$ cat config.mk
export PLATFORM = sky130hd
export DESIGN_NAME = thermistor_adc_to_temperature
export DESIGN_NICKNAME = d
export VERILOG_FILES = /design/src/hw/rtl/tadc_pkg.sv /design/src/hw/rtl/tadc_div.sv /design/src/hw/rtl/thermistor_adc_to_temperature.sv
export SDC_FILE = /design/constraint.sdc
export NUM_CORES = 2
export LEC_CHECK = 0
export ABC_AREA = 1
export BUFFER_PORTS_ARGS = -buffer_cell sky130_fd_sc_hd__buf_4
export CAP_MARGIN = 0
export CORE_ASPECT_RATIO = 0.6
export CORE_UTILIZATION = 45
export DETAILED_ROUTE_END_ITERATION = 8
export GPL_TIMING_DRIVEN = 0
export PLACE_DENSITY = 0.61
export SETUP_SLACK_MARGIN = 0.1
export SLEW_MARGIN = 20
export SYNTH_ARGS = -nofsm -noshare
export SYNTH_HDL_FRONTEND = slang
export SYNTH_HIERARCHICAL = 1
export SYNTH_SLANG_ARGS = --single-unit
$ cat constraint.sdc
create_clock -name clk -period 14.88 [get_ports clk]
set_clock_uncertainty 0.15 [all_clocks]
set_input_delay 0 -clock clk [delete_from_list [all_inputs] [get_ports clk]]
set_output_delay 0 -clock clk [all_outputs]
set_load 0.02 [all_outputs]
$ cat src/hw/rtl/tadc_pkg.sv
// types, widths and resistance tables for the thermistor conversion pipeline
package tadc_pkg;

    localparam int ADC_W        = 12;
    localparam int TEMP_W       = 15;
    localparam int TABLE_POINTS = 25;
    localparam int SEG_COUNT    = TABLE_POINTS - 1;
    localparam int IDX_W        = $clog2(SEG_COUNT);

    // table entries and in-range resistance, tenths of an ohm
    localparam int RES_W  = 21;
    // full quotient of the divider equation
    localparam int QUOT_W = 29;
    localparam logic [QUOT_W-1:0] RES_DIVIDEND = 29'd409500000;
    localparam logic [QUOT_W-1:0] RES_OFFSET   = 29'd100000;

    // interpolation: span of a segment, offset quotient, numerator
    localparam int SPAN_W   = 19;
    localparam int OFF_W    = 9;
    localparam int NUM_W    = SPAN_W + OFF_W;
    localparam int SEG_STEP = 500;

    localparam logic signed [TEMP_W-1:0] TEMP_MIN = -15'sd2000;
    localparam logic signed [TEMP_W-1:0] TEMP_MAX = 15'sd10000;

    // quotient bits resolved per pipeline stage in each divider
    localparam int DIV1_SPS    = 4;
    localparam int DIV2_SPS    = 2;
    localparam int DIV1_STAGES = (QUOT_W + DIV1_SPS - 1) / DIV1_SPS;
    localparam int DIV2_STAGES = (OFF_W + DIV2_SPS - 1) / DIV2_SPS;
    // five stages between the dividers, one output register
    localparam int LATENCY     = DIV1_STAGES + 5 + DIV2_STAGES + 1;

    // resistance at -20 C .. 100 C in 5 C steps
    localparam logic [RES_W-1:0] RES_TENTHS [TABLE_POINTS] = '{
        21'd1146600, 21'd845100, 21'd629270, 21'd470770, 21'd355630,
        21'd271190,  21'd208600, 21'd162040, 21'd126830, 21'd100000,
        21'd79420,   21'd63270,  21'd50740,  21'd41030,  21'd33360,
        21'd27240,   21'd22370,  21'd18460,  21'd15300,  21'd12750,
        21'd10680,   21'd8993,   21'd7607,   21'd6452,   21'd5494
    };

    // upper entry minus lower entry of each segment
    localparam logic [SPAN_W-1:0] SEG_SPAN [SEG_COUNT] = '{
        19'd301500, 19'd215830, 19'd158500, 19'd115140, 19'd84440,
        19'd62590,  19'd46560,  19'd35210,  19'd26830,  19'd20580,
        19'd16150,  19'd12530,  19'd9710,   19'd7670,   19'd6120,
        19'd4870,   19'd3910,   19'd3160,   19'd2550,   19'd2070,
        19'd1687,   19'd1386,   19'd1155,   19'd958
    };

    typedef struct packed {
        logic below;
        logic above;
    } range_flags_t;

    typedef struct packed {
        logic [IDX_W-1:0] idx;
        range_flags_t     flags;
    } seg_side_t;

endpackage

$ cat src/hw/rtl/tadc_div.sv
// pipelined restoring divider, a fixed number of quotient bits per stage
module tadc_div #(
    parameter int DW  = 12,
    parameter int QW  = 29,
    parameter int SPS = 4,
    parameter int SBW = 2
) (
    input  logic           clk,
    input  logic           rst_n,
    input  logic           in_valid,
    input  logic [DW-1:0]  in_divisor,
    input  logic [DW-1:0]  in_rem,
    input  logic [QW-1:0]  in_bits,
    input  logic [SBW-1:0] in_side,
    output logic           out_valid,
    output logic [QW-1:0]  out_quot,
    output logic [SBW-1:0] out_side
);

    localparam int NST = (QW + SPS - 1) / SPS;

    logic [NST-1:0] valid_reg;
    logic [NST-1:0] valid_next;
    logic [DW-1:0]  div_reg   [NST];
    logic [DW-1:0]  div_next  [NST];
    logic [DW-1:0]  rem_reg   [NST];
    logic [DW-1:0]  rem_next  [NST];
    logic [QW-1:0]  bits_reg  [NST];
    logic [QW-1:0]  bits_next [NST];
    logic [QW-1:0]  quot_reg  [NST];
    logic [QW-1:0]  quot_next [NST];
    logic [SBW-1:0] side_reg  [NST];
    logic [SBW-1:0] side_next [NST];

    // stage inputs: ports for the first stage, previous registers after
    logic [DW-1:0]  rem_cur  [NST];
    logic [QW-1:0]  bits_cur [NST];
    logic [QW-1:0]  quot_cur [NST];

    always_comb
    begin
        valid_next[0] = in_valid;
        div_next[0]   = in_divisor;
        side_next[0]  = in_side;
        rem_cur[0]    = in_rem;
        bits_cur[0]   = in_bits;
        quot_cur[0]   = '0;
        for (int st = 1; st < NST; st++)
        begin
            valid_next[st] = valid_reg[st-1];
            div_next[st]   = div_reg[st-1];
            side_next[st]  = side_reg[st-1];
            rem_cur[st]    = rem_reg[st-1];
            bits_cur[st]   = bits_reg[st-1];
            quot_cur[st]   = quot_reg[st-1];
        end
    end

    // shift one dividend bit into the remainder, subtract when it fits
    always_comb
    begin
        logic [DW:0] trial;
        trial = '0;
        for (int st = 0; st < NST; st++)
        begin
            rem_next[st]  = rem_cur[st];
            bits_next[st] = bits_cur[st];
            quot_next[st] = quot_cur[st];
            for (int k = 0; k < SPS; k++)
            begin
                if (st * SPS + k < QW)
                begin
                    trial         = {rem_next[st], bits_next[st][QW-1]};
                    bits_next[st] = bits_next[st] << 1;
                    if (trial >= {1'b0, div_next[st]})
                    begin
                        trial         = trial - {1'b0, div_next[st]};
                        quot_next[st] = {quot_next[st][QW-2:0], 1'b1};
                    end
                    else
                    begin
                        quot_next[st] = {quot_next[st][QW-2:0], 1'b0};
                    end
                    rem_next[st] = trial[DW-1:0];
                end
            end
        end
    end

    always_ff @(posedge clk or negedge rst_n)
    begin
        if (!rst_n)
        begin
            valid_reg <= '0;
        end
        else
        begin
            valid_reg <= valid_next;
        end
    end

    always_ff @(posedge clk)
    begin
        div_reg  <= div_next;
        rem_reg  <= rem_next;
        bits_reg <= bits_next;
        quot_reg <= quot_next;
        side_reg <= side_next;
    end

    assign out_valid = valid_reg[NST-1];
    assign out_quot  = quot_reg[NST-1];
    assign out_side  = side_reg[NST-1];

endmodule

$ cat src/hw/rtl/thermistor_adc_to_temperature.sv
// NTC thermistor reading to temperature, fully pipelined
//
// One 12-bit converter reading enters per clock: a request is taken on any
// edge with start high, and busy is never raised. Each request gives exactly
// one result, shown for a single cycle with done high; the receiver cannot
// hold it off and must capture it in that cycle. The pipeline is built
// around the two pipelined long dividers: the resistance divider resolves
// four of its 29 quotient bits per stage (8 stages), the interpolation divider
// two of its 9 bits per stage (5 stages), with five stages of table search
// and interpolation between them and one output register. A zero reading or
// a resistance at or above the -20 C entry returns -20.00 C with below_range
// set; a resistance at or below the 100 C entry returns 100.00 C with
// above_range set. Otherwise the result is linearly interpolated within the
// 5 C segment and rounded to the nearest hundredth, ties up.
module thermistor_adc_to_temperature import tadc_pkg::*; (
    input  logic                     clk,
    input  logic                     rst_n,
    input  logic                     start,
    input  logic [ADC_W-1:0]         adc_value,
    output logic                     busy,
    output logic                     done,
    output logic signed [TEMP_W-1:0] temp_centideg,
    output logic                     below_range,
    output logic                     above_range
);

    // the pipeline never stalls, so every request is taken
    logic accept;
    assign busy   = 1'b0;
    assign accept = start && !busy;

    // resistance divider: 409500000 / adc, zero reading flagged up front
    range_flags_t        div1_side;
    logic                q_valid;
    logic [QUOT_W-1:0]   quot;
    range_flags_t        q_flags;

    assign div1_side.below = (adc_value == '0);
    assign div1_side.above = 1'b0;

    tadc_div #(
        .DW  (ADC_W),
        .QW  (QUOT_W),
        .SPS (DIV1_SPS),
        .SBW ($bits(range_flags_t))
    ) u_div_res (
        .clk        (clk),
        .rst_n      (rst_n),
        .in_valid   (accept),
        .in_divisor (adc_value),
        .in_rem     ({ADC_W{1'b0}}),
        .in_bits    (RES_DIVIDEND),
        .in_side    (div1_side),
        .out_valid  (q_valid),
        .out_quot   (quot),
        .out_side   (q_flags)
    );

    // stage a: remove the reference resistor, floor at zero
    logic                a_valid_reg;
    logic [QUOT_W-1:0]   a_res_reg;
    logic [QUOT_W-1:0]   a_res_next;
    range_flags_t        a_flags_reg;

    assign a_res_next = (quot >= RES_OFFSET) ? (quot - RES_OFFSET) : '0;

    // stage b: compare against every table entry in parallel
    logic                   b_valid_reg;
    logic [RES_W-1:0]       b_res_reg;
    logic [TABLE_POINTS-1:0] b_lt_reg;
    logic [TABLE_POINTS-1:0] b_lt_next;
    range_flags_t           b_flags_reg;
    range_flags_t           b_flags_next;

    always_comb
    begin
        for (int j = 0; j < TABLE_POINTS; j++)
        begin
            b_lt_next[j] = (a_res_reg < QUOT_W'(RES_TENTHS[j]));
        end
        // cold end wins, so a zero reading never reports hot
        b_flags_next.below = a_flags_reg.below ||
                             (a_res_reg >= QUOT_W'(RES_TENTHS[0]));
        b_flags_next.above = !b_flags_next.below &&
                             (a_res_reg <= QUOT_W'(RES_TENTHS[TABLE_POINTS-1]));
    end

    // stage c: segment index from the thermometer code, table lookups
    // entries above the reading form a run from index 0; the segment is
    // the last entry still above it, or the first segment if none
    logic                c_valid_reg;
    logic [IDX_W-1:0]    c_idx_reg;
    logic [IDX_W-1:0]    c_idx_next;
    logic [RES_W-1:0]    c_top_reg;
    logic [SPAN_W-1:0]   c_span_reg;
    logic [RES_W-1:0]    c_res_reg;
    range_flags_t        c_flags_reg;

    always_comb
    begin
        c_idx_next = '0;
        for (int j = 1; j < SEG_COUNT; j++)
        begin
            if (b_lt_reg[j])
            begin
                c_idx_next = IDX_W'(j);
            end
        end
    end

    // stage d: distance below the segment's upper entry
    logic                d_valid_reg;
    logic [SPAN_W-1:0]   d_x_reg;
    logic [SPAN_W-1:0]   d_x_next;
    logic [RES_W-1:0]    d_diff;
    logic [SPAN_W-1:0]   d_span_reg;
    seg_side_t           d_side_reg;
    seg_side_t           d_side_next;

    // in range the reading is inside the segment, so the distance fits
    assign d_diff            = c_top_reg - c_res_reg;
    assign d_x_next          = d_diff[SPAN_W-1:0];
    assign d_side_next.idx   = c_idx_reg;
    assign d_side_next.flags = c_flags_reg;

    // stage e: rounding numerator, distance * 500 + span / 2
    logic                e_valid_reg;
    logic [NUM_W-1:0]    e_num_reg;
    logic [NUM_W-1:0]    e_num_next;
    logic [SPAN_W-1:0]   e_span_reg;
    seg_side_t           e_side_reg;

    assign e_num_next = NUM_W'(d_x_reg) * NUM_W'(SEG_STEP) + NUM_W'(d_span_reg >> 1);

    // offset divider: quotient is at most 500, so nine bits suffice and
    // the upper numerator bits start out below the span
    logic                o_valid;
    logic [OFF_W-1:0]    o_off;
    seg_side_t           o_side;

    tadc_div #(
        .DW  (SPAN_W),
        .QW  (OFF_W),
        .SPS (DIV2_SPS),
        .SBW ($bits(seg_side_t))
    ) u_div_off (
        .clk        (clk),
        .rst_n      (rst_n),
        .in_valid   (e_valid_reg),
        .in_divisor (e_span_reg),
        .in_rem     (e_num_reg[NUM_W-1:OFF_W]),
        .in_bits    (e_num_reg[OFF_W-1:0]),
        .in_side    (e_side_reg),
        .out_valid  (o_valid),
        .out_quot   (o_off),
        .out_side   (o_side)
    );

    // output stage: segment base plus offset, or a clamped end point
    logic                     done_reg;
    logic signed [TEMP_W-1:0] temp_reg;
    logic signed [TEMP_W-1:0] temp_next;
    logic signed [TEMP_W-1:0] seg_base;
    logic signed [TEMP_W-1:0] off_ext;
    logic                     below_reg;
    logic                     above_reg;

    assign seg_base = TEMP_W'(o_side.idx) * TEMP_W'(SEG_STEP);
    assign off_ext  = TEMP_W'(o_off);

    always_comb
    begin
        priority if (o_side.flags.below)
        begin
            temp_next = TEMP_MIN;
        end
        else if (o_side.flags.above)
        begin
            temp_next = TEMP_MAX;
        end
        else
        begin
            temp_next = TEMP_MIN + seg_base + off_ext;
        end
    end

    // valid bits of the middle stages and the done strobe
    always_ff @(posedge clk or negedge rst_n)
    begin
        if (!rst_n)
        begin
            a_valid_reg <= 1'b0;
            b_valid_reg <= 1'b0;
            c_valid_reg <= 1'b0;
            d_valid_reg <= 1'b0;
            e_valid_reg <= 1'b0;
            done_reg    <= 1'b0;
        end
        else
        begin
            a_valid_reg <= q_valid;
            b_valid_reg <= a_valid_reg;
            c_valid_reg <= b_valid_reg;
            d_valid_reg <= c_valid_reg;
            e_valid_reg <= d_valid_reg;
            done_reg    <= o_valid;
        end
    end

    // payload moves every cycle; a bubble carries don't-care data
    always_ff @(posedge clk)
    begin
        a_res_reg   <= a_res_next;
        a_flags_reg <= q_flags;

        b_res_reg   <= a_res_reg[RES_W-1:0];
        b_lt_reg    <= b_lt_next;
        b_flags_reg <= b_flags_next;

        c_idx_reg   <= c_idx_next;
        c_top_reg   <= RES_TENTHS[c_idx_next];
        c_span_reg  <= SEG_SPAN[c_idx_next];
        c_res_reg   <= b_res_reg;
        c_flags_reg <= b_flags_reg;

        d_x_reg     <= d_x_next;
        d_span_reg  <= c_span_reg;
        d_side_reg  <= d_side_next;

        e_num_reg   <= e_num_next;
        e_span_reg  <= d_span_reg;
        e_side_reg  <= d_side_reg;

        temp_reg    <= temp_next;
        below_reg   <= o_side.flags.below;
        above_reg   <= o_side.flags.above;
    end

    assign done          = done_reg;
    assign temp_centideg = temp_reg;
    assign below_range   = below_reg;
    assign above_range   = above_reg;

endmodule

After elaboration in Yosys (flattened, before gate mapping) --
Memory sizes are Yosys's and may differ from the RTL's. A register that Yosys moved wholly into a read port is not among the register bits. Cells that the tools add are included.
Word-level totals: register bits 785, memory bits (read-only) 1280, input port bits 15, logic and storage cells 305, memories 2, output and inout bits 19
Cells by class: bitwise logic cells 1, reduce and logical (&&, ||, !) cells 5, add/subtract/negate cells 41, $mul 2, mux-type cells 98, order comparisons 65
Memory list:
- (name not given) | depth 32, width 21, rd ports 1, clocked after Yosys merged registers in 1, write ports 0, RTL line thermistor_adc_to_temperature.sv:221 | c_top_reg <= RES_TENTHS[c_idx_next];
- (name not given) | depth 32, width 19, rd ports 1, clocked after Yosys merged registers in 1, write ports 0, RTL line thermistor_adc_to_temperature.sv:222 | c_span_reg <= SEG_SPAN[c_idx_next];
Operator list (count):
- >= comparator 13 x 12 -> 1 bit | 28
- two-way mux 12 bit | 28
- subtractor 12 bit | 27
- >= comparator 20 x 19 -> 1 bit | 9
- subtractor 19 bit | 9
- two-way mux 19 bit | 8
- less-than comparator 29 x 14 -> 1 bit (second input constant) | 4
- less-than comparator 29 x 16 -> 1 bit (second input constant) | 4
- two-way mux 5 bit | 20
- less-than comparator 29 x 15 -> 1 bit (second input constant) | 3
- less-than comparator 29 x 17 -> 1 bit (second input constant) | 3
- less-than comparator 29 x 19 -> 1 bit (second input constant) | 3
- less-than comparator 29 x 13 -> 1 bit (second input constant) | 2
- less-than comparator 29 x 18 -> 1 bit (second input constant) | 2
- less-than comparator 29 x 20 -> 1 bit (second input constant) | 2
- two-way mux 1 bit | 39
- >= comparator 29 x 17 -> 1 bit (second input constant) | 1
- >= comparator 29 x 21 -> 1 bit (second input constant) | 1
- <= comparator 29 x 13 -> 1 bit (second input constant) | 1
- less-than comparator 29 x 21 -> 1 bit (second input constant) | 1
- subtractor 29 x 17 -> 29 bit (second input constant) | 1
- adder 28 x 18 -> 28 bit | 1
- multiplier 19 x 7 -> 26 bit (second input constant) | 1
- adder 12 x 15 -> 15 bit (first input constant) | 1
- 12 further kinds | 13

Depth between registers and ports, before layout --
word-level depth 24, mapped depth 55, depth with buffers taken out 51

Modules after synthesis --
The synthesis kept the hierarchy.
Modules (own cells, without submodules):
- tadc_div at u_div_res | cells each 4203, seq. area each 8528.2 um^2, area an instance 29991.3 um^2, times used 1
- tadc_div at u_div_off | cells each 2356, seq. area each 4769.6 um^2, area an instance 16111.7 um^2, times used 1
- thermistor_adc_to_temperature | cells each 1726, seq. area each 5195.0 um^2, area an instance 14574.0 um^2, times used 1

Least setup slack after synthesis --
Ideal clock, no wire load.
path kind register to register, start register u_div_res.div_reg (netlist bit u_div_res/div_next[37]), end register u_div_res.rem_reg (netlist bit u_div_res/rem_cur[25]), arrival 6575 ps, setup slack 8097 ps, stages on the path, launching flop included 50, data required time 14672 ps, period minus slack after synthesis 6783 ps, setup time 58 ps, cell sequence dfxtp_1 -> inv_1 -> ha_1 -> nand2_2 -> o21ai_2 -> nand2_2 -> nand2_2 -> nand2_2 -> nand3_2 -> inv_1 -> buf_2 -> o21ai_0 -> ha_1 -> a21oi_1 -> o21ai_0 -> nand2_1 -> nand3_1 -> nand3_1 -> [... 14 more ...] -> a21oi_1 -> nand2_1 -> nor2_4 -> buf_6 -> nand2_1 -> nand2_1 -> ha_1 -> nand2_1 -> inv_1 -> a221o_1 -> nand2_1 -> o2111ai_1 -> a21oi_1 -> nand2_1 -> nor2_2 -> buf_6 -> nand2_1 -> nand2_1
RTL lines:
- start, declared | RTL line tadc_div.sv:24 | logic [DW-1:0] div_reg [NST];
- start signal, assigned | RTL line tadc_div.sv:104 | div_reg <= div_next;
- end signal, assigned | RTL line tadc_div.sv:105 | rem_reg <= rem_next;
- end, declared | RTL line tadc_div.sv:26 | logic [DW-1:0] rem_reg [NST];

==> metrics.md <==
| Metric | Value |
|---|---|
| Final HPWL DP | `153000 um` |
| Slowest stage delay, CP | `0.62 ns` |
| CTS Buf Count | `90` |
| WS Path Type | `register to register` |
| Area grow syn2layout | `10.4%` |
| Pins over their slew limit | `0` |
| Die X | `475 um` |
| CTS tree | `yes` |
| Routed vias | `53400` |
| Max cap viols | `0` |
| Worst-Margin Slew | `1.17 ns` |
| Worst rel slew slack | `21.3%` |
| Yosys warnings | `6` |
| GRT overflow | `0` |
| Hold Slack | `0.0483 ns` |
| Status | `complete, no violations` |
| RSZ-0062 raised after global routing | `no` |
| I/O pin count | `34` |
| Crit. End Element | `register` |
| Drt wl/cell | `17.8 um` |
| Setup_tns | `0 ns` |
| Clock root buffer | `clkbuf_16` |
| Via density per instance | `5.16` |
| Hold Crit Class | `input pin to register` |
| Post-CTS Setup Repair Bufs | `0` |
| Drt initial violations | `5830` |
| Worst path most repeated cell | `nand2_1` |
| Hold Vio Cnt, Final | `0` |
| Post-Syn Instances | `8277` |
| Largest net degree at the start of global routing | `20` |
| Core area | `132000 um^2` |
| Drt drc | `0` |
| Reg2reg setup slack | `5.54 ns` |
| Post-route clock period utilization | `62.8%` |
| Fraction of layout cells with a size suffix above 1 | `6.61%` |
| Worst-Skew Late Latency | `0.72 ns` |
| Final #Nets | `9280` |
| Global Route Usage Sum | `26.9%` |
| Remaining antenna violation count | `0` |
| Worst Path Arrival | `9.84 ns` |
| Initial Utilization | `45.7%` |
| Crit path time final | `9.34 ns` |
| Post-Syn Area | `60500 um^2` |
| Antenna violations before repair | `8` |
| Vias in the first global route | `48300` |
| CP required | `15.38 ns` |
| First-pass GRT wire length | `283000 um` |
| Crit-path slowest cell | `dfxtp_1` |
| Port buffer count | `32` |
| Final Setup Violations | `0` |
| Fill cells | `13100` |
| Clk slew on worst S/H paths | `0.06 ns` |
| CTS Sinks | `911` |
| H-tree depth | `3` |
| DIE AREA | `136000 um^2` |
| Gp weighted congestion | `0.966` |
| Row Count | `103` |
| WL final | `185000 um` |
| Max reg flops | `112` |
| Pre-antenna DRT Iters | `7` |
| Die Y-Extent | `286 um` |
| Max FO, Critical Path | `10` |
| CTS max path bufs | `3` |
| Crit path launch type | `register` |
| Fmax | `0.107 GHz` |
| Synth Area per Inst | `7.31 um^2` |
==> through the flow <==
stage                     util, %  instances  setup WS [ns]  instance area, um^2
after floorplan                 -       8332           8.10                60700
after global placement       47.7      10100           6.03                63200
after detailed placement     47.7      10100           6.07                63200
after CTS                    50.4      10300           5.99                66800
after global routing         50.4      10300           4.71                66800
final                        50.5      10400           5.54                66800
==> worst max-delay path, delay by kind of cell (launching register included) <==
kind | cells | cell delay [ns]
buf+inv | 11 | 1.82
flops | 1 | 0.62
compound gates | 7 | 2.18
fa+ha+maj | 4 | 1.54
simple gates | 29 | 2.94
==> placed cells by master, fill, tap and decap left out, drive strengths merged, types with 4 or more instances in the layout <==
cell type / n
nand2: 2274
or2: 58
xor2: 263
nor2: 539
nor3: 98
o21bai: 38
bufinv: 14
and2: 9
a21boi: 13
nor4: 18
buf: 119
dfrtp: 19
ha: 666
inv: 1312
clkbuf: 116
a31oi: 31
o211ai: 14
clkinv: 29
a221oi: 6
dfxtp: 892
a21oi: 518
clkinvlp: 4
nand3b: 36
o21a: 17
o21ai: 394
a31o: 5
nand4: 144
a21o: 28
a211oi: 14
dlygate4sd3: 29
o31ai: 13
nand3: 480
conb: 57
fa: 114
o2111ai: 17
xnor2: 132
==> worst paths after layout <==
| path | from | endpoint | cells after the start |
|---|---|---|---|
| worst max-delay path | u_div_res/div_next[61] | u_div_res/rem_cur[49] | 51 |
| worst min-delay path | adc_value[6] | u_div_res/side_next[13] | 4 |
| worst max register to register | u_div_res/div_next[61] | u_div_res/rem_cur[49] | 51 |
| worst min register to register | u_div_res/bits_cur[167] | u_div_res/bits_cur[142] | 0 |
| max in group asynchronous | rst_n | u_div_off/valid_reg[4] | 3 |
| min in group asynchronous | rst_n | b_valid_reg | 3 |
==> what timing repair did <==
item,4_1_cts,5_1_grt
hold buffers,29,0
endpoints found under the hold margin,41,0
gates resized for setup,0,0
==> layer usage <==
metal	vias to the layer above	global-route usage (%)	share of wire, %
li1	27100	-	-
met1	24100	45.6	55
met2	2070	31.4	33
met3	152	8.39	11
met4	2	3.85	1.2
met5	-	0.312	0.030
==> cell type report <==
type	count	area (um^2)	area share (%)
clock buffers	109	2440	3.64
flip-flops and latches	911	18300	27.4
diodes	3	7.51	0.0112
plain buffers	94	764	1.14
repair buffers	61	531	0.794
clock inverters	60	908	1.36
well taps	1785	2230	3.34
inverters	1299	4890	7.32
multi-input cells	6028	36700	55.0
Power is left out: the tool's default activity adds up to more than one toggle a clock period on the data nets, which glitch-free logic cannot reach.
